[src/sv/can_node_id_serial_tunnel_defines.svh]
// Assertion helpers for the serial tunnel node.
// Each macro expects clock and reset in the scope where it is used.
`ifndef CAN_NODE_ID_SERIAL_TUNNEL_DEFINES_SVH
`define CAN_NODE_ID_SERIAL_TUNNEL_DEFINES_SVH

// Same-cycle implication.
`define CNST_ASSERT_IMP(lbl, ante, cons, msg) \
   lbl: assert property (@(posedge clock) disable iff (reset) (ante) |-> (cons)) \
      else $error(msg);

// Next-cycle implication.
`define CNST_ASSERT_NXT(lbl, ante, cons, msg) \
   lbl: assert property (@(posedge clock) disable iff (reset) (ante) |=> (cons)) \
      else $error(msg);

`endif

[src/sv/cnst_pkg.sv]
`default_nettype none

package cnst_pkg;

   localparam int ID_W      = 11;
   localparam int LEN_W     = 4;
   localparam int DATA_W    = 64;
   localparam int UUID_W    = 48;
   localparam int NODE_W    = 16;
   localparam int CSR_IDX_W = 3;
   localparam int BYTES     = 8;

   localparam logic [ID_W-1:0]  ID_MASK  = 11'h7FF;
   localparam logic [LEN_W-1:0] LEN_MAX  = 4'd8;
   localparam logic [LEN_W-1:0] UUID_LEN = 4'd6;

   // request kinds
   localparam logic [1:0] REQ_RX_FRAME = 2'd0;
   localparam logic [1:0] REQ_TX_BYTE  = 2'd1;
   localparam logic [1:0] REQ_FLUSH    = 2'd2;

   // result actions
   localparam logic [2:0] ACT_UUID  = 3'd0;
   localparam logic [2:0] ACT_PONG  = 3'd1;
   localparam logic [2:0] ACT_DATA  = 3'd2;
   localparam logic [2:0] ACT_TO_SERIAL = 3'd3;
   localparam logic [2:0] ACT_RESET = 3'd4;

   // register indexes
   localparam logic [CSR_IDX_W-1:0] CSR_QUERY_ID  = 3'd0;
   localparam logic [CSR_IDX_W-1:0] CSR_ASSIGN_ID = 3'd1;
   localparam logic [CSR_IDX_W-1:0] CSR_REPLY_ID  = 3'd2;
   localparam logic [CSR_IDX_W-1:0] CSR_UUID      = 3'd3;

   localparam logic [ID_W-1:0]   QUERY_ID_RST  = 11'd801;
   localparam logic [ID_W-1:0]   ASSIGN_ID_RST = 11'd802;
   localparam logic [ID_W-1:0]   REPLY_ID_RST  = 11'd803;
   localparam logic [UUID_W-1:0] UUID_RST      = '0;

   typedef struct packed {
      logic [1:0]        req_type;
      logic [ID_W-1:0]   rx_id;
      logic [LEN_W-1:0]  rx_len;
      logic [DATA_W-1:0] rx_data;
      logic [7:0]        tx_byte;
   } item_type;

   typedef struct packed {
      logic [2:0]        action;
      logic [ID_W-1:0]   frame_id;
      logic [LEN_W-1:0]  payload_len;
      logic [DATA_W-1:0] payload;
   } result_type;

   typedef struct packed {
      logic [ID_W-1:0]   query_id;
      logic [ID_W-1:0]   assign_id;
      logic [ID_W-1:0]   reply_id;
      logic [UUID_W-1:0] uuid;
   } cfg_type;

   // keep the low n bytes, clear the rest (n of 8 or more keeps all)
   function automatic logic [DATA_W-1:0] keep_bytes(input logic [DATA_W-1:0] v,
                                                    input logic [LEN_W-1:0]  n);
      logic [DATA_W-1:0] r;
      r = '0;
      for (int i = 0; i < BYTES; i++) begin
         if (LEN_W'(i) < n) begin
            r[8*i +: 8] = v[8*i +: 8];
         end
      end
      return r;
   endfunction

endpackage

`default_nettype wire

[src/sv/can_node_id_serial_tunnel.sv]
// Channel   Direction  Handshake              Word
// req       in         req_valid / req_stall  request type, rx frame, tx byte
// rsp       out        rsp_valid / rsp_stall  action, frame id, length, payload
// csr       in         csr_valid / csr_ready  register index, write data
//
// One word per cycle sustained while rsp_stall is low; a taken request passes the input register,
// the decode logic and then the result register before its result is on rsp.
// Reset is synchronous: node unassigned, tx buffer empty, registers at their defaults.
// A stalled result holds the request register; req_stall rises only while both are full.
// csr_ready is always high; a write is registered and seen on cfg from the next cycle.
`default_nettype none

module can_node_id_serial_tunnel (
   input  logic                            clock,
   input  logic                            reset,
   // request channel
   input  logic                            req_valid,
   output logic                            req_stall,
   input  logic [1:0]                      req_type,
   input  logic [cnst_pkg::ID_W-1:0]       req_rx_id,
   input  logic [cnst_pkg::LEN_W-1:0]      req_rx_len,
   input  logic [cnst_pkg::DATA_W-1:0]     req_rx_data,
   input  logic [7:0]                      req_tx_byte,
   // result channel
   output logic                            rsp_valid,
   input  logic                            rsp_stall,
   output logic [2:0]                      rsp_action,
   output logic [cnst_pkg::ID_W-1:0]       rsp_frame_id,
   output logic [cnst_pkg::LEN_W-1:0]      rsp_payload_len,
   output logic [cnst_pkg::DATA_W-1:0]     rsp_payload,
   // register write channel
   input  logic                            csr_valid,
   output logic                            csr_ready,
   input  logic [cnst_pkg::CSR_IDX_W-1:0]  csr_index,
   input  logic [cnst_pkg::UUID_W-1:0]     csr_wdata
);
   import cnst_pkg::*;

   cfg_type    cfg;
   item_type   req_item;
   item_type   item;
   result_type res;
   result_type rsp;
   logic       item_valid;
   logic       can_load;
   logic       fire;
   logic       hit;

   assign req_item.req_type = req_type;
   assign req_item.rx_id    = req_rx_id;
   assign req_item.rx_len   = req_rx_len;
   assign req_item.rx_data  = req_rx_data;
   assign req_item.tx_byte  = req_tx_byte;

   // the held word is decoded and retired when the result register can take it;
   // node state moves on the same edge
   assign fire = item_valid && can_load;

   cnst_csr u_csr (
      .clock     (clock),
      .reset     (reset),
      .csr_valid (csr_valid),
      .csr_ready (csr_ready),
      .csr_index (csr_index),
      .csr_wdata (csr_wdata),
      .cfg       (cfg)
   );

   cnst_in_stage u_in (
      .clock      (clock),
      .reset      (reset),
      .req_valid  (req_valid),
      .req_stall  (req_stall),
      .req_item   (req_item),
      .can_load   (can_load),
      .item_valid (item_valid),
      .item       (item)
   );

   cnst_core u_core (
      .clock (clock),
      .reset (reset),
      .cfg   (cfg),
      .item  (item),
      .fire  (fire),
      .hit   (hit),
      .res   (res)
   );

   // words that cause nothing (ignored frames, buffered bytes) load an empty slot
   cnst_out_stage u_out (
      .clock     (clock),
      .reset     (reset),
      .load      (fire && hit),
      .res       (res),
      .can_load  (can_load),
      .rsp_valid (rsp_valid),
      .rsp_stall (rsp_stall),
      .rsp       (rsp)
   );

   assign rsp_action      = rsp.action;
   assign rsp_frame_id    = rsp.frame_id;
   assign rsp_payload_len = rsp.payload_len;
   assign rsp_payload     = rsp.payload;

endmodule

`default_nettype wire

[src/sv/cnst_csr.sv]
`default_nettype none

module cnst_csr (
   input  logic                          clock,
   input  logic                          reset,
   input  logic                          csr_valid,
   output logic                          csr_ready,
   input  logic [cnst_pkg::CSR_IDX_W-1:0] csr_index,
   input  logic [cnst_pkg::UUID_W-1:0]   csr_wdata,
   output cnst_pkg::cfg_type             cfg
);
   import cnst_pkg::*;

   cfg_type cfg_ff;
   cfg_type cfg_in;

   assign csr_ready = 1'b1;
   assign cfg       = cfg_ff;

   always_comb begin
      cfg_in = cfg_ff;
      if (csr_valid) begin
         unique case (csr_index)
            CSR_QUERY_ID:  cfg_in.query_id  = csr_wdata[ID_W-1:0];
            CSR_ASSIGN_ID: cfg_in.assign_id = csr_wdata[ID_W-1:0];
            CSR_REPLY_ID:  cfg_in.reply_id  = csr_wdata[ID_W-1:0];
            CSR_UUID:      cfg_in.uuid      = csr_wdata;
            default:       cfg_in = cfg_ff;   // unmapped index, dropped
         endcase
      end
   end

   always_ff @(posedge clock) begin
      if (reset) begin
         cfg_ff.query_id  <= QUERY_ID_RST;
         cfg_ff.assign_id <= ASSIGN_ID_RST;
         cfg_ff.reply_id  <= REPLY_ID_RST;
         cfg_ff.uuid      <= UUID_RST;
      end else begin
         cfg_ff <= cfg_in;
      end
   end

endmodule

`default_nettype wire

[src/sv/cnst_in_stage.sv]
`default_nettype none

module cnst_in_stage (
   input  logic               clock,
   input  logic               reset,
   input  logic               req_valid,
   output logic               req_stall,
   input  cnst_pkg::item_type req_item,
   input  logic               can_load,
   output logic               item_valid,
   output cnst_pkg::item_type item
);
   import cnst_pkg::*;

   logic     valid_ff;
   logic     valid_in;
   logic     accept;
   item_type item_ff;

   // held word can only leave when the result side is free
   assign req_stall  = valid_ff && !can_load;
   assign accept     = req_valid && !req_stall;
   assign valid_in   = accept || (valid_ff && !can_load);
   assign item_valid = valid_ff;
   assign item       = item_ff;

   always_ff @(posedge clock) begin
      if (reset) begin
         valid_ff <= 1'b0;
      end else begin
         valid_ff <= valid_in;
      end
   end

   always_ff @(posedge clock) begin
      if (accept) begin
         item_ff <= req_item;
      end
   end

endmodule

`default_nettype wire

[src/sv/cnst_core.sv]
`default_nettype none
`include "can_node_id_serial_tunnel_defines.svh"

module cnst_core (
   input  logic                 clock,
   input  logic                 reset,
   input  cnst_pkg::cfg_type    cfg,
   input  cnst_pkg::item_type   item,
   input  logic                 fire,
   output logic                 hit,
   output cnst_pkg::result_type res
);
   import cnst_pkg::*;

   logic [NODE_W-1:0] node_id_ff, node_id_in;
   logic [2:0]        txcnt_ff, txcnt_in;
   logic [7:0]        txq_ff [BYTES];
   logic              wr_en;
   logic [2:0]        wr_pos;

   logic              node_zero;
   logic              rid_is_node;
   logic [ID_W-1:0]   reply_id;
   logic [LEN_W-1:0]  len_sat;
   logic [DATA_W-1:0] txq_flat;
   logic [DATA_W-1:0] txq_full;

   assign node_zero   = (node_id_ff == '0);
   assign rid_is_node = ({{(NODE_W-ID_W){1'b0}}, item.rx_id} == node_id_ff);
   assign reply_id    = (node_id_ff[ID_W-1:0] + ID_W'(1)) & ID_MASK;
   assign len_sat     = (item.rx_len > LEN_MAX) ? LEN_MAX : item.rx_len;

   always_comb begin
      for (int i = 0; i < BYTES; i++) begin
         txq_flat[8*i +: 8] = txq_ff[i];
      end
      // last slot replaced by the incoming byte: the full frame case
      txq_full = {item.tx_byte, txq_flat[DATA_W-9:0]};
   end

   always_comb begin
      hit        = 1'b0;
      res        = '0;
      node_id_in = node_id_ff;
      txcnt_in   = txcnt_ff;
      wr_en      = 1'b0;
      wr_pos     = txcnt_ff;
      case (item.req_type)
         REQ_RX_FRAME: begin
            if (node_zero) begin
               if (item.rx_id == cfg.query_id && item.rx_len == '0) begin
                  hit             = 1'b1;
                  res.action      = ACT_UUID;
                  res.frame_id    = cfg.reply_id;
                  res.payload_len = UUID_LEN;
                  res.payload     = {{(DATA_W-UUID_W){1'b0}}, cfg.uuid};
               end else if (item.rx_id == cfg.assign_id &&
                            item.rx_data[DATA_W-1:NODE_W] == cfg.uuid) begin
                  node_id_in = item.rx_data[NODE_W-1:0];
               end
            end else if (rid_is_node) begin
               hit = 1'b1;
               if (item.rx_len == '0) begin
                  res.action   = ACT_PONG;
                  res.frame_id = reply_id;
               end else begin
                  res.action      = ACT_TO_SERIAL;
                  res.frame_id    = item.rx_id;
                  res.payload_len = len_sat;
                  res.payload     = keep_bytes(item.rx_data, len_sat);
               end
            end else if (item.rx_id == cfg.query_id && item.rx_len != '0 &&
                         item.rx_data[NODE_W-1:0] == node_id_ff) begin
               hit        = 1'b1;
               res.action = ACT_RESET;
               node_id_in = '0;
               txcnt_in   = '0;
            end
         end
         REQ_TX_BYTE: begin
            if (!node_zero) begin
               wr_en = 1'b1;
               if (txcnt_ff == 3'd7) begin
                  hit             = 1'b1;
                  res.action      = ACT_DATA;
                  res.frame_id    = reply_id;
                  res.payload_len = LEN_MAX;
                  res.payload     = txq_full;
                  txcnt_in        = '0;
               end else begin
                  txcnt_in = txcnt_ff + 3'd1;
               end
            end
         end
         REQ_FLUSH: begin
            if (!node_zero && txcnt_ff != '0) begin
               hit             = 1'b1;
               res.action      = ACT_DATA;
               res.frame_id    = reply_id;
               res.payload_len = {1'b0, txcnt_ff};
               res.payload     = keep_bytes(txq_flat, {1'b0, txcnt_ff});
               txcnt_in        = '0;
            end
         end
         default: begin
            hit = 1'b0;
         end
      endcase
   end

   always_ff @(posedge clock) begin
      if (reset) begin
         node_id_ff <= '0;
         txcnt_ff   <= '0;
      end else if (fire) begin
         node_id_ff <= node_id_in;
         txcnt_ff   <= txcnt_in;
      end
   end

   always_ff @(posedge clock) begin
      if (fire && wr_en) begin
         txq_ff[wr_pos] <= item.tx_byte;
      end
   end

   `CNST_ASSERT_NXT(a_reset_clears, fire && hit && res.action == ACT_RESET,
                    node_id_ff == '0 && txcnt_ff == '0, "reset request left state behind")
   `CNST_ASSERT_IMP(a_unassigned_uuid_only, fire && hit && node_zero,
                    res.action == ACT_UUID, "unassigned node produced a non-uuid word")
   `CNST_ASSERT_NXT(a_full_frame_empties, fire && hit && res.action == ACT_DATA,
                    txcnt_ff == '0, "tx buffer not emptied after data frame")
   `CNST_ASSERT_IMP(a_len_bounded, hit, res.payload_len <= LEN_MAX,
                    "payload length above eight")

endmodule

`default_nettype wire

[src/sv/cnst_out_stage.sv]
`default_nettype none

module cnst_out_stage (
   input  logic                 clock,
   input  logic                 reset,
   input  logic                 load,
   input  cnst_pkg::result_type res,
   output logic                 can_load,
   output logic                 rsp_valid,
   input  logic                 rsp_stall,
   output cnst_pkg::result_type rsp
);
   import cnst_pkg::*;

   logic       valid_ff;
   result_type res_ff;

   assign can_load  = !valid_ff || !rsp_stall;
   assign rsp_valid = valid_ff;
   assign rsp       = res_ff;

   always_ff @(posedge clock) begin
      if (reset) begin
         valid_ff <= 1'b0;
      end else if (can_load) begin
         valid_ff <= load;
      end
   end

   always_ff @(posedge clock) begin
      if (can_load && load) begin
         res_ff <= res;
      end
   end

endmodule

`default_nettype wire
[config.mk]
export PLATFORM = sky130hd
export DESIGN_NAME = can_node_id_serial_tunnel
export DESIGN_NICKNAME = d
export VERILOG_FILES = /design/src/sv/cnst_pkg.sv /design/src/sv/can_node_id_serial_tunnel.sv /design/src/sv/cnst_csr.sv /design/src/sv/cnst_in_stage.sv /design/src/sv/cnst_core.sv /design/src/sv/cnst_out_stage.sv
export VERILOG_INCLUDE_DIRS = /design/src /design/src/sv
export SDC_FILE = /design/constraint.sdc
export NUM_CORES = 1
export LEC_CHECK = 0
export ABC_AREA = 1
export BUFFER_PORTS_ARGS = -buffer_cell sky130_fd_sc_hd__buf_2
export CAP_MARGIN = 20
export CORE_MARGIN = 8
export CORE_UTILIZATION = 60
export CTS_CLUSTER_DIAMETER = 60
export CTS_CLUSTER_SIZE = 14
export DETAILED_ROUTE_END_ITERATION = 10
export PLACE_DENSITY_LB_ADDON = 0.2
export SKIP_CTS_REPAIR_TIMING = 1
export SLEW_MARGIN = 15
export SYNTH_ARGS = -nofsm -noshare
export SYNTH_HDL_FRONTEND = slang
export SYNTH_SLANG_ARGS = --single-unit
export TNS_END_PERCENT = 100
[constraint.sdc]
create_clock -name clock -period 8.7 [get_ports clock]
set_input_delay 0.435 -clock clock [delete_from_list [all_inputs] [get_ports clock]]
set_output_delay 0.435 -clock clock [all_outputs]
set_load 0.01 [all_outputs]
After elaboration in Yosys (flattened, before gate mapping)
Memories as Yosys holds them, arrays and structs flattened.
Cells that the tools add are included.

storage, ports and cells
  word-level logic and storage cells = 138
  memory bits (read-only) = 0
  RAM bits = 64
  memories kept = 1
  output and inout port bits = 85
  flip-flop bits (word level) = 273
  latch bits = 0

memories
  memory         words  bits a word  rd ports  clocked after Yosys merged registers in  wr ports  line             text
  u_core.txq_ff  8      8            7         0                                        1         cnst_core.sv:17  logic [7:0] txq_ff [BYTES];

cells by class
  order comparisons = 16
  multipliers = 0
  add/subtract/negate cells = 2
  bitwise logic cells = 0
  eq/ne operators = 19
  multiplexer cells = 51
  div/mod/pow operators = 0
  reductions and logical operators = 32
  shift-type cells = 0

operator list
  operator                                                   number
  one-hot mux 82 bit (3 select lines)                        1
  two-way mux 82 bit                                         2
  two-way mux 81 bit                                         2
  two-way mux 79 bit                                         2
  two-way mux 8 bit                                          15
  two-way mux 16 bit                                         5
  two-way mux 68 bit                                         1
  == test 48 bit                                             1
  two-way mux 3 bit                                          8
  == test 11 bit                                             2
  == test 11 x 16 -> 1 bit                                   1
  == test 16 bit                                             1
  logical NOT 16 bit                                         1
  less-than comparator 3 x 4 -> 1 bit, first input constant  4
  two-way mux 13 bit                                         1
  adder 11 x 1 -> 11 bit, second input constant              1
  logical AND 1 bit                                          11
  two-way mux 1 bit                                          11
  inequality test 2 bit, second input constant               5
  less-than comparator 3 bit, first input constant           3
  one-hot mux 3 bit (3 select lines)                         1
  less-than comparator 1 x 4 -> 1 bit, first input constant  2
  less-than comparator 2 x 4 -> 1 bit, first input constant  2
  AND reduction 2 bit                                        4
  other kinds (22)                                           33

Longest topological paths before layout
Gate-level depths: netlist of the first run.

  depth after elaboration = 9
  depth in mapped cells = 15
  gate-level depth less buffers = 14

By module
Synthesis of the first run repeated with hierarchy kept, for this count alone.

second synthesis, totals
  cell total of the unflattened synthesis = 1691
  area total of the unflattened synthesis = 15212.1 um2

modules (own cells, without submodules)
  module                     cells each  area each (um2)  instances  sequential area each (um2)
  cnst_core                  1013        6635.1           1          2062.0
  cnst_csr                   491         3334.4           1          1621.6
  cnst_in_stage              96          2718.9           1          2692.6
  cnst_out_stage             87          2506.2           1          2482.4
  can_node_id_serial_tunnel  4           17.5             1          0.0

Least setup slack after synthesis of the first run
OpenSTA, ideal clock, no wires.

  path type = reg-to-reg
  from = register u_core.node_id_ff[0]
  to = register u_out.res_ff, in the netlist u_out.rsp[0], enable pin
  path buffers = 0
  slack = 5.163 ns
  library setup time = 0.436 ns
  arrival = 3.101 ns
  clock period less this slack = 3.537 ns
  cell stages (with the launch flop) = 12
  required time = 8.264 ns
  cells stage by stage = dfxtp_1 inv_1 ha_1 nand3_1 nor2_1 nand2_2 clkinv_1 a21oi_1 nand2_1 nand2_1 nand2_1 inv_1

on the way
  word-level cells in the longest chain between the ends = 8

RTL lines
  element                               line                             text
  start, declared                       cnst_core.sv:15                  logic [NODE_W-1:0] node_id_ff, node_id_in;
  start signal, assigned                cnst_core.sv:116                 node_id_ff <= node_id_in;
  == test 16 bit                        cnst_core.sv:73                  item.rx_data[NODE_W-1:0] == node_id_ff) begin
  logical AND 1 bit                     cnst_core.sv:72                  end else if (item.rx_id == cfg.query_id && item.rx_len != '0 &&
  two-way mux 1 bit                     cnst_core.sv:72
  two-way mux 1 bit                     cnst_core.sv:61                  end else if (rid_is_node) begin
  two-way mux 1 bit                     cnst_core.sv:50                  if (node_zero) begin
  one-hot mux 1 bit (3 select lines) *  cnst_core.sv:48                  case (item.req_type)
  logical AND 1 bit *                   can_node_id_serial_tunnel.sv:94  .load (fire && hit),
  logical AND 1 bit *                   cnst_out_stage.sv:31             if (can_load && load) begin
  end signal, assigned                  cnst_out_stage.sv:32             res_ff <= res;
  end, declared                         cnst_out_stage.sv:16             result_type res_ff;

Mark *: on every way between the ends. The rest lies on a longest branch, timed or not.
A chain may end at the register's enable or synchronous reset.

Worst setup path in the final report of the first run
  from = register u_core.node_id_ff[0]
  to = register u_out.res_ff, in the netlist u_out.rsp[16], enable pin

Same word-level chain as after synthesis.

==> results of run 1 <==
==> flip-flops by register name, indices dropped and copies added (netlist names) <==
name,cells
u_out.rsp_valid,1
u_out.rsp,82
u_in.item_valid,1
u_core.txq_ff,56
u_csr.cfg,81
u_core.node_id_ff,16
u_core.txcnt_ff,3
u_in.item,89
==> cell families after synthesis <==
family,after synthesis
and+or+nand+nor,625
adders and majority gates,5
other,1
xor gates and xnor gates,62
AOI/OAI and AO/OA,230
DFF,329
buffers and inverters,237
==> cell type report <==
class	count	area, µm²	area share, %
flip-flops and latches	329	8860	53.2
multi-input cells	923	4610	27.7
repair buffers	240	1230	7.37
clock buffers	48	797	4.78
inverters	187	704	4.23
well taps	319	399	2.40
clock inverters	6	60.1	0.360
==> layer usage <==
metal / GRT usage [%] / vias up / wire length, µm / part of all wire (%)
met5: 0 / - / 0 / 0
met4: 9.19 / 0 / 1290 / 2.9
met3: 7.70 / 85 / 5460 / 12
met1: 43.4 / 5497 / 18600 / 41
li1: - / 5418 / - / -
met2: 46.2 / 752 / 19900 / 44
==> report_power, final <==
group          switching [mW]  total (mW)  internal (mW)  leakage [nW]
clock network           0.579        1.21          0.633         0.408
registers              0.0534        1.76           1.71          3.14
logic                  0.0970       0.155         0.0583          3.87
==> cells in the final DEF, fill, tap and decap left out, drive strengths merged, types with 8 or more instances in the layout <==
cell    instances
nor3           10
nand2         325
a21oi          68
o211ai         24
nand3          84
nand4          34
xnor2          13
edfxtp        227
a21o            8
o221ai         14
o21ai         103
nor2          166
xor2           49
dfxtp         102
buf           240
inv           186
clkbuf         48
==> stage by stage <==
| stage | hold slack (ps) | utilization [%] |
|---|---|---|
| after floorplan | 429 | - |
| after global placement | 443 | 67.1 |
| after detailed placement | 462 | 67.1 |
| after CTS | 19.3 | 70.8 |
| after global routing | 21.7 | 70.8 |
| final | 33.9 | 70.8 |
==> worst max-delay path by stage <==
stage | endpoint | cells after the start
after detailed placement | u_out.rsp[79] | 12
final | u_out.rsp[16] | 14
after global placement | u_core.txq_ff[0][2] | 9
after global routing | u_out.rsp[1] | 12
after floorplan | u_out.rsp[0] | 11
after CTS | u_out.rsp[62] | 12
==> results.tsv, run 1 <==
stage	metric	value	unit
sta	grt_setup_unrepaired	no	
synth	synth_fa_ha_area_share	0.435	%
power_and_ir_drop	irDropWorstVdd	0.000203	V
place	dpl_cell_area	15800	µm²
synth	synth_xor_area_share	3.77	%
worst_setup_path	startpoint	u_core.node_id_ff[0]	
outcome	status	finished, final reports clean	
synth	synth.cell_area	14400	µm²
min_path	hold_class	input port to flop	
cells_and_area	drive_gt1_share	18.4	%
place	gp_congestion	0.967	
cells_and_area	design_area	16700	µm²
worst_setup_path	r2r_cells	14	
cells_and_area	n_antenna_cell	0	
cells_and_area	n_fill_cell	1841	
detailed_routing	vias_per_cell	5.73	
cells_and_area	areaGrowthSynthToFinish	15.7	%
synth	yosys.area.top_type	edfxtp_1	
synth	yosysSeqAreaShare	61.5	%
detailed_routing	vias	11800	
place	hpwl	33.4	mm
cts	clock-sinks	329	
worst_setup_path	crit_chain	inv_1, ha_1, nand3_1, nor2_1, nand2_2, nand2_1, inv_2, nand2_2, nand2_1, inv_1, nand2_1, nand2_1, clkinv_2, buf_4	
sta	setup_viol_count_final	0	
place	portBuffers	228	
synth	synth_common_cells	nand2_1 (318), edfxtp_1 (227), inv_1 (169)	
cells_and_area	fin_cells	2052	
synth	synthCells	1489	
worst_setup_path	r2r-start	u_core.node_id_ff[0]	
worst_setup_path	critPathMaxStageDelay	800	ps
worst_setup_path	path_class	flop to flop	
synth	yosysMostFrequentCell	nand2_1	
cts	cts_root_buf	clkbuf_16	
power_and_ir_drop	power.leakage	7.41	nW
detailed_routing	wl	45.3	mm
min_path	holdPathStages	1	
detailed_routing	wire_per_inst	22.1	µm
synth	synth-edff-count	227	
global_route	first_global_vias	11400	
worst_setup_path	cp_max_fo	70	
min_path	min_to	u_in.item[77]	
cts	htreeDepth	1	
floorplanning	boundaryPins	230	
worst_setup_path	worstPathArrival	3830	ps
place	pre_cts_slack	5170	ps
global_route	grt-ovfl-total	0	
cts	clkLatencyLatePin	580	ps
power_and_ir_drop	powerDensity	188	nW/µm²
detailed_routing	first_iter_violations	1357	
synth	synthSimpleGateAreaFrac	18.4	%
worst_setup_path	cpMaxStageDelayCell	buf_4	
worst_setup_path	cpLargestDelayFamily	buffers and inverters	
floorplanning	fp.coreArea	23500	µm²
floorplanning	die_width	171	µm
synth	synth.area.mux_share	0	%
sta	post-route-period-util	42.0	%
global_route	grt_max_degree	102	
worst_setup_path	required	8880	ps
sta	clock.fmax	274	MHz
floorplanning	dieArea	29200	µm²
worst_setup_path	crit_path_start_kind	flop	
cts	cts-buffers-inserted	29	
synth	synth.top_cell.area_share	47.4	%
global_route	grt_util_all_layers	30.7	%
sta	max_slew_margin	28.8	%
sta	finClkSkew	25.9	ps
min_path	hp-start	req_rx_id[1]	
run	max_cap_viol_count	0	
synth	synth_compound_area_share	9.35	%
synth	synth_seq_cells	329	
detailed_routing	firstDrtPassIters	6	
floorplanning	rows	56	
floorplanning	start_util	61.1	%
worst_setup_path	regToRegSetupSlack	5050	ps
cells_and_area	final_net_count	1860	
worst_setup_path	timing.rr.end	u_out.rsp[16]	
sta	worst_slack	5050	ps
worst_setup_path	cp_common_cell	nand2_1	
floorplanning	die_y	171	µm
synth	syn_nets	1639	
synth	ys_types	44	
synth	ys_warn_count	0	
detailed_routing	antenna_left	0	
synth	yosys-top-cells-area	edfxtp_1 (47%), dfxtp_1 (14%), nand2_1 (8.3%)	
detailed_routing	drc_errors	0	
cts	clockBufferDepth	3	
sta	tns	0	ps
power_and_ir_drop	p_total	3.13	mW
global_route	antenna_found_initial	0	
sta	worstMarginPinSlew	1070	ps
synth	synth_ff_type	edfxtp_1	
synth	synth_top_family_by_area	simple AND/OR/NAND/NOR gates	
synth	ys_async_sr_fraction	0	%
synth	syn_area_per_cell	9.67	µm²
sta	slew_viol_final	0	
sta	finalHoldViolations	0	
worst_setup_path	worstSetupEndpointType	flop	
cts	clk_pin_slew	70	ps
cts	cts_tree	yes	
sta	finalCriticalPeriod	3650	ps
worst_setup_path	crit_buf_inv	5	
place	dp_cells	1998	
global_route	grt_pass1_wl	67.2	mm
Power figures use the tool's default switching activity.
==> run 2: changes to the inputs <==
- CORE_UTILIZATION: 60 -> 51
- clock period: 8.7 -> 3 ns (I/O delays scaled with it)
==> results.tsv, run 2 (synthesis gave the netlist of run 1 again) <==
stage	metric	value	unit
sta	clock.fmax	368	MHz
worst_setup_path	crit_chain	inv_2, ha_1, nand3_1, nor2_1, nand2_2, nand2_2, inv_2, nand2_2, nand2_1, inv_2, nand2_1, nand2_2, clkinvlp_4, buf_4	
power_and_ir_drop	combPwrFrac	6.5	%
cells_and_area	most-common-layout-cells	nand2_1 (316), buf_2 (228), edfxtp_1 (227)	
power_and_ir_drop	clkPwrFrac	39.5	%
sta	post-route-period-util	90.6	%
cells_and_area	multiInputGateArea	4610	µm²
global_route	grt_pass1_wl	68.3	mm
cells_and_area	final_net_count	2023	
outcome	status	finished, final reports clean	
cells_and_area	final_common_cell	nand2_1	
sta	grt_setup_unrepaired	no	
detailed_routing	firstDrtPassIters	5	
power_and_ir_drop	p_sw	2.22	mW
cts	clk_pin_slew	60	ps
cells_and_area	drive_gt1_share	18.6	%
place	dp_cells	2080	
floorplanning	fp.coreArea	27800	µm²
floorplanning	rows	61	
detailed_routing	drc_errors	0	
cells_and_area	fin_cells	2275	
cts	clkLatencyLatePin	570	ps
global_route	grt_max_degree	67	
floorplanning	start_util	51.8	%
detailed_routing	antenna_left	0	
min_path	min_to	u_out.rsp_valid	
cts	cts-buffers-inserted	31	
detailed_routing	wire_per_inst	21.4	µm
cts	clockBufferDepth	3	
worst_setup_path	r2r-start	u_core.node_id_ff[1]	
cells_and_area	seqCellArea	8860	µm²
cells_and_area	areaGrowthSynthToFinish	27.8	%
worst_setup_path	cp_common_cell	nand2_2	
power_and_ir_drop	irDropWorstVdd	0.000587	V
place	portBuffers	228	
min_path	hold_class	input port to flop	
run	max_cap_viol_count	0	
floorplanning	die_y	184	µm
global_route	grt_util_all_layers	26.6	%
detailed_routing	wl	48.8	mm
place	pre_cts_slack	322	ps
detailed_routing	first_iter_violations	1414	
sta	finClkSkew	13.2	ps
worst_setup_path	startpoint	u_core.node_id_ff[1]	
detailed_routing	vias_per_cell	5.38	
power_and_ir_drop	power.leakage	8.13	nW
sta	worst_slack	282	ps
worst_setup_path	cpMaxStageDelayCell	dfxtp_1	
worst_setup_path	crit_path_start_kind	flop	
global_route	first_global_vias	11300	
global_route	antenna_found_initial	0	
worst_setup_path	cpLargestDelayFamily	buffers and inverters	
cells_and_area	n_fill_cell	2202	
worst_setup_path	r2r_cells	14	
global_route	grt-ovfl-total	0	
floorplanning	boundaryPins	230	
floorplanning	dieArea	33900	µm²
worst_setup_path	timing.rr.end	u_out.rsp[53]	
sta	slew_viol_final	0	
power_and_ir_drop	sequentialPowerShare	54.0	%
min_path	hp-start	rsp_stall	
cells_and_area	largest_reg_flops	89	
sta	max_slew_margin	36.0	%
cts	clock-sinks	329	
power_and_ir_drop	p_sw_share	23.6	%
sta	hold_slack	75.3	ps
worst_setup_path	cp_max_fo	27	
power_and_ir_drop	p_total	9.44	mW
sta	tns	0	ps
power_and_ir_drop	powerDensity	513	nW/µm²
cts	htreeDepth	1	
sta	worstMarginPinSlew	952	ps
worst_setup_path	regToRegSetupSlack	280	ps
detailed_routing	vias	12200	
worst_setup_path	crit_buf_inv	5	
worst_setup_path	path_class	flop to flop	
sta	finalCriticalPeriod	2720	ps
cts	cts_root_buf	clkbuf_16	
worst_setup_path	required	3230	ps
sta	finalHoldViolations	0	
power_and_ir_drop	p_int	7.22	mW
floorplanning	die_width	184	µm
place	hpwl	34.6	mm
sta	setup_viol_count_final	0	
worst_setup_path	critPathMaxStageDelay	500	ps
worst_setup_path	worstPathArrival	2940	ps
min_path	holdPathStages	3	
cts	cts_tree	yes	
place	gp_congestion	0.938	
worst_setup_path	worstSetupEndpointType	flop	
run 2: cell types whose count changed in the layout (fill, tap and decap cells not counted), moves of 2 or more:
cell           delta
inv_6             +3
inv_2             +2
nand2_1           -2
dlygate4sd3_1   +138
buf_4            +21
clkbuf_1          -4
inv_1             -2
buf_12            +3
nand2_2           +2
clkbuf_16         +2
run 2: how the worst max path moves through the flow:
stage | slack [ps] | to | depth (start not counted)
floorplan | 10 | u_out.rsp[0] | 13
finish | 280 | u_out.rsp[53] | 14
CTS | 300 | u_out.rsp[53] | 14
global placement | 320 | u_out.rsp[53] | 14
detailed placement | 320 | u_out.rsp[53] | 14
global route | 150 | u_out.rsp[4] | 14
run 2: final cells by class:
| cell class | instances | area share, % |
|---|---|---|
| clock buffers | 47 | 4.60 |
| repair buffers | 401 | 15.3 |
| inverters | 187 | 3.84 |
| flip-flops and latches | 329 | 48.1 |
| diodes | 1 | 0.0136 |
| clock inverters | 9 | 0.422 |
| multi-input cells | 923 | 25.1 |
| well taps | 378 | 2.57 |
run 2: power by group through the flow:
| stage | logic [mW] | registers [mW] | clock network [mW] |
|---|---|---|---|
| after floorplan | 0.255 | 5.12 | 0 |
| after global placement | 0.457 | 5.19 | 0 |
| after detailed placement | 0.461 | 5.19 | 0 |
| after CTS | 0.465 | 5.09 | 3.74 |
| after global routing | 0.675 | 5.10 | 3.93 |
| final | 0.618 | 5.09 | 3.72 |
run 2: layer usage:
layer	up-vias	wire length [µm]	global-route usage, %
met5	-	0	0
met4	0	1480	8.39
met3	98	4380	5.18
met2	623	22400	40.2
met1	5768	20500	38.0
li1	5744	-	-
run 2: worst register-to-register path, stage by stage (launching register included):
cell and delay, ps:
dfxtp_1 500, inv_2 140, ha_1 220, nand3_1 100
nor2_1 60, nand2_2 140, nand2_2 80, inv_2 180
nand2_2 130, nand2_1 110, inv_2 90, nand2_1 100
nand2_2 70, clkinvlp_4 120, buf_4 340
run 2: stage by stage:
stage	area, µm²	utilization (%)
finish	18400	66.2
global route	18400	66.2
CTS	17000	61.3
detailed placement	16100	57.9
global placement	16100	57.9
floorplan	14400	-
==> run 3: changes to the inputs <==
- CORE_UTILIZATION: 51 -> 52
- SYNTH_HIERARCHICAL: not set -> 1
==> results.tsv, run 3 <==
stage	metric	value	unit
outcome	status	finished, violations left	
outcome	violations	negative hold slack	
worst_setup_path	crit_buf_inv	3	
worst_setup_path	cp.depth	14	
cts	htreeDepth	1	
detailed_routing	vias_per_cell	5.33	
synth	synth_xor_area_share	2.13	%
cells_and_area	final_common_cell	nand2_1	
synth	synthSimpleGateAreaFrac	25.2	%
floorplanning	fp.coreArea	28800	µm²
floorplanning	die_width	187	µm
floorplanning	start_util	52.9	%
power_and_ir_drop	irDropWorstVdd	0.000458	V
worst_setup_path	endpoint	u_out/rsp[72]	
sta	hold_slack	-77.2	ps
worst_setup_path	timing.rr.end	u_out/rsp[72]	
cts	cts_tree	yes	
place	dpl_cell_area	16800	µm²
min_path	hold_class	input port to flop	
worst_setup_path	startpoint	u_in/item[78]	
worst_setup_path	required	3230	ps
synth	synth_compound_area_share	5.83	%
synth	synth.cell_area	15200	µm²
synth	synth_fa_ha_area_share	0.411	%
synth	synthCells	1691	
sta	finalHoldViolations	14	
synth	syn_nets	1841	
detailed_routing	wire_per_inst	20.2	µm
synth	synth-edff-count	227	
cts	clock-sinks	329	
synth	synth_top_family_by_area	simple AND/OR/NAND/NOR gates	
synth	synth.area.mux_share	0	%
worst_setup_path	cpLargestDelayFamily	simple AND/OR/NAND/NOR gates	
worst_setup_path	cpMaxStageDelayCell	edfxtp_1	
global_route	grt_util_all_layers	26.4	%
synth	yosys-top-cells-area	edfxtp_1 (45%), dfxtp_1 (13%), nand2_1 (11%)	
sta	setup_viol_count_final	0	
cells_and_area	largest_reg_flops	89	
synth	synth_seq_cells	329	
cts	clk_pin_slew	60	ps
sta	clock.fmax	358	MHz
detailed_routing	wl	49.9	mm
global_route	grt-ovfl-total	0	
worst_setup_path	crit_path_start_kind	flop	
worst_setup_path	path_class	flop to flop	
place	portBuffers	228	
power_and_ir_drop	sequentialPowerShare	52.6	%
power_and_ir_drop	p_int	7.37	mW
worst_setup_path	worstPathArrival	3020	ps
power_and_ir_drop	p_sw	2.44	mW
sta	grt_setup_unrepaired	no	
sta	slew_viol_final	0	
place	hpwl	35.9	mm
detailed_routing	antenna_left	0	
worst_setup_path	r2r_cells	14	
run	max_cap_viol_count	0	
worst_setup_path	cp_max_fo	23	
floorplanning	boundaryPins	230	
sta	worstMarginPinSlew	1070	ps
cts	cts_root_buf	clkbuf_16	
cts	clockBufferDepth	3	
cts	cts-buffers-inserted	30	
global_route	grt_pass1_wl	71.3	mm
cts	clkLatencyLatePin	580	ps
power_and_ir_drop	power.leakage	7.94	nW
synth	synth.top_cell.area_share	44.8	%
global_route	first_global_vias	12000	
power_and_ir_drop	powerDensity	516	nW/µm²
place	gp_congestion	0.943	
power_and_ir_drop	p_total	9.82	mW
power_and_ir_drop	p_sw_share	24.9	%
cells_and_area	final_net_count	2210	
sta	max_slew_margin	28.6	%
cells_and_area	most-common-layout-cells	nand2_1 (452), nor2_1 (260), buf_2 (228)	
synth	yosysMostFrequentCell	nand2_1	
floorplanning	rows	62	
worst_setup_path	worstSetupEndpointType	flop	
cells_and_area	design_area	19000	µm²
synth	ys_types	49	
worst_setup_path	critPathMaxStageDelay	500	ps
synth	ys_warn_count	6	
detailed_routing	first_iter_violations	1478	
synth	synth_ff_type	edfxtp_1	
synth	yosysSeqAreaShare	58.2	%
detailed_routing	firstDrtPassIters	5	
floorplanning	dieArea	35000	µm²
synth	yosys.area.top_type	edfxtp_1	
sta	finalCriticalPeriod	2790	ps
cells_and_area	areaGrowthSynthToFinish	25.2	%
power_and_ir_drop	clkPwrFrac	37.4	%
detailed_routing	vias	13200	
synth	syn_area_per_cell	9.00	µm²
sta	post-route-period-util	93.0	%
global_route	grt_max_degree	52	
synth	synth_common_cells	nand2_1 (454), nor2_1 (263), edfxtp_1 (227)	
synth	ys_async_sr_fraction	0	%
detailed_routing	drc_errors	0	
worst_setup_path	r2r-start	u_in/item[78]	
floorplanning	die_y	187	µm
worst_setup_path	regToRegSetupSlack	210	ps
power_and_ir_drop	combPwrFrac	10.1	%
global_route	antenna_found_initial	2	
cells_and_area	drive_gt1_share	17.7	%
worst_setup_path	crit_chain	xnor2_1, nand2_1, nor2_2, nand2_1, nor2_2, nand2_2, nand2_4, o21ai_1, nand2_1, inv_1, nor2_2, inv_2, a21oi_4, buf_4	
sta	finClkSkew	15.5	ps
-- run 3: cell count changes in the layout (fill, tap and decap cells not counted), sizes merged, moves of 42 or more --
cell,before,now
nand3,84,126
a21oi,68,26
o21ai,103,14
nor2,166,281
inv,188,244
nand2,325,466
-- run 3: worst min-delay path, delay by kind of cell --
family	cells	cell delay, ps
buf+inv	2	110
simple gates	3	200
-- run 3: power by group through the flow --
stage          Combinational, mW  Sequential (mW)  Clock, mW
3_3_place_gp               0.823             5.25          0
4_1_cts                    0.838             5.16       3.71
2_1_floorplan              0.512             5.19          0
3_5_place_dp               0.834             5.26          0
5_1_grt                     1.08             5.17       3.88
6_report                   0.988             5.16       3.67
-- run 3: stage by stage --
step           utilization [%]  hold WS [ps]  std cells  TNS, ps  worst slack [ps]
3_5_place_dp              58.3           328       2279        0               299
6_report                  66.2         -77.2       2469        0               209
4_1_cts                   61.5          -273       2334        0               274
3_3_place_gp              58.3           326       2279        0               323
2_1_floorplan                -           212       1691   -20750              -253
5_1_grt                   66.2         -5.64       2469        0              30.1
-- run 3: layer usage --
layer	vias to the layer above	GRT usage [%]	wire (µm)
met5	-	0	0
met4	0	8.09	1360
met3	95	5.26	5190
met2	704	40.6	22800
met1	6148	37.3	20600
li1	6215	-	-
-- run 3: how the worst min path moves through the flow --
stage	start	end	slack (ps)	cells after the start
2_1_floorplan	reset	u_out/rsp_valid	210	1
3_3_place_gp	req_rx_data[47]	u_in/item[55]	330	1
3_5_place_dp	req_rx_data[63]	u_in/item[71]	330	1
4_1_cts	req_rx_data[63]	u_in/item[71]	-270	1
5_1_grt	csr_wdata[36]	u_csr/cfg[36]	-6	5
6_report	csr_wdata[36]	u_csr/cfg[36]	-80	5
-- run 3: logic make-up after synthesis --
| logic type | Yosys count |
|---|---|
| AND/OR/NAND/NOR | 906 |
| flip-flops | 329 |
| buffers and inverters | 294 |
| AO/OA/AOI/OAI | 119 |
| XOR/XNOR | 37 |
| adder cells (fa/ha/maj) | 5 |
| other | 1 |
-- run 3: area by class of cell --
| cell class | instances | area (µm²) |
|---|---|---|
| diodes | 2 | 5.00 |
| inverters | 246 | 941 |
| flip-flops and latches | 329 | 8860 |
| fillers | 2362 | 9740 |
| multi-input cells | 1068 | 5150 |
| clock inverters | 9 | 73.8 |
| clock buffers | 46 | 853 |
| well taps | 384 | 480 |
| repair buffers | 385 | 2680 |
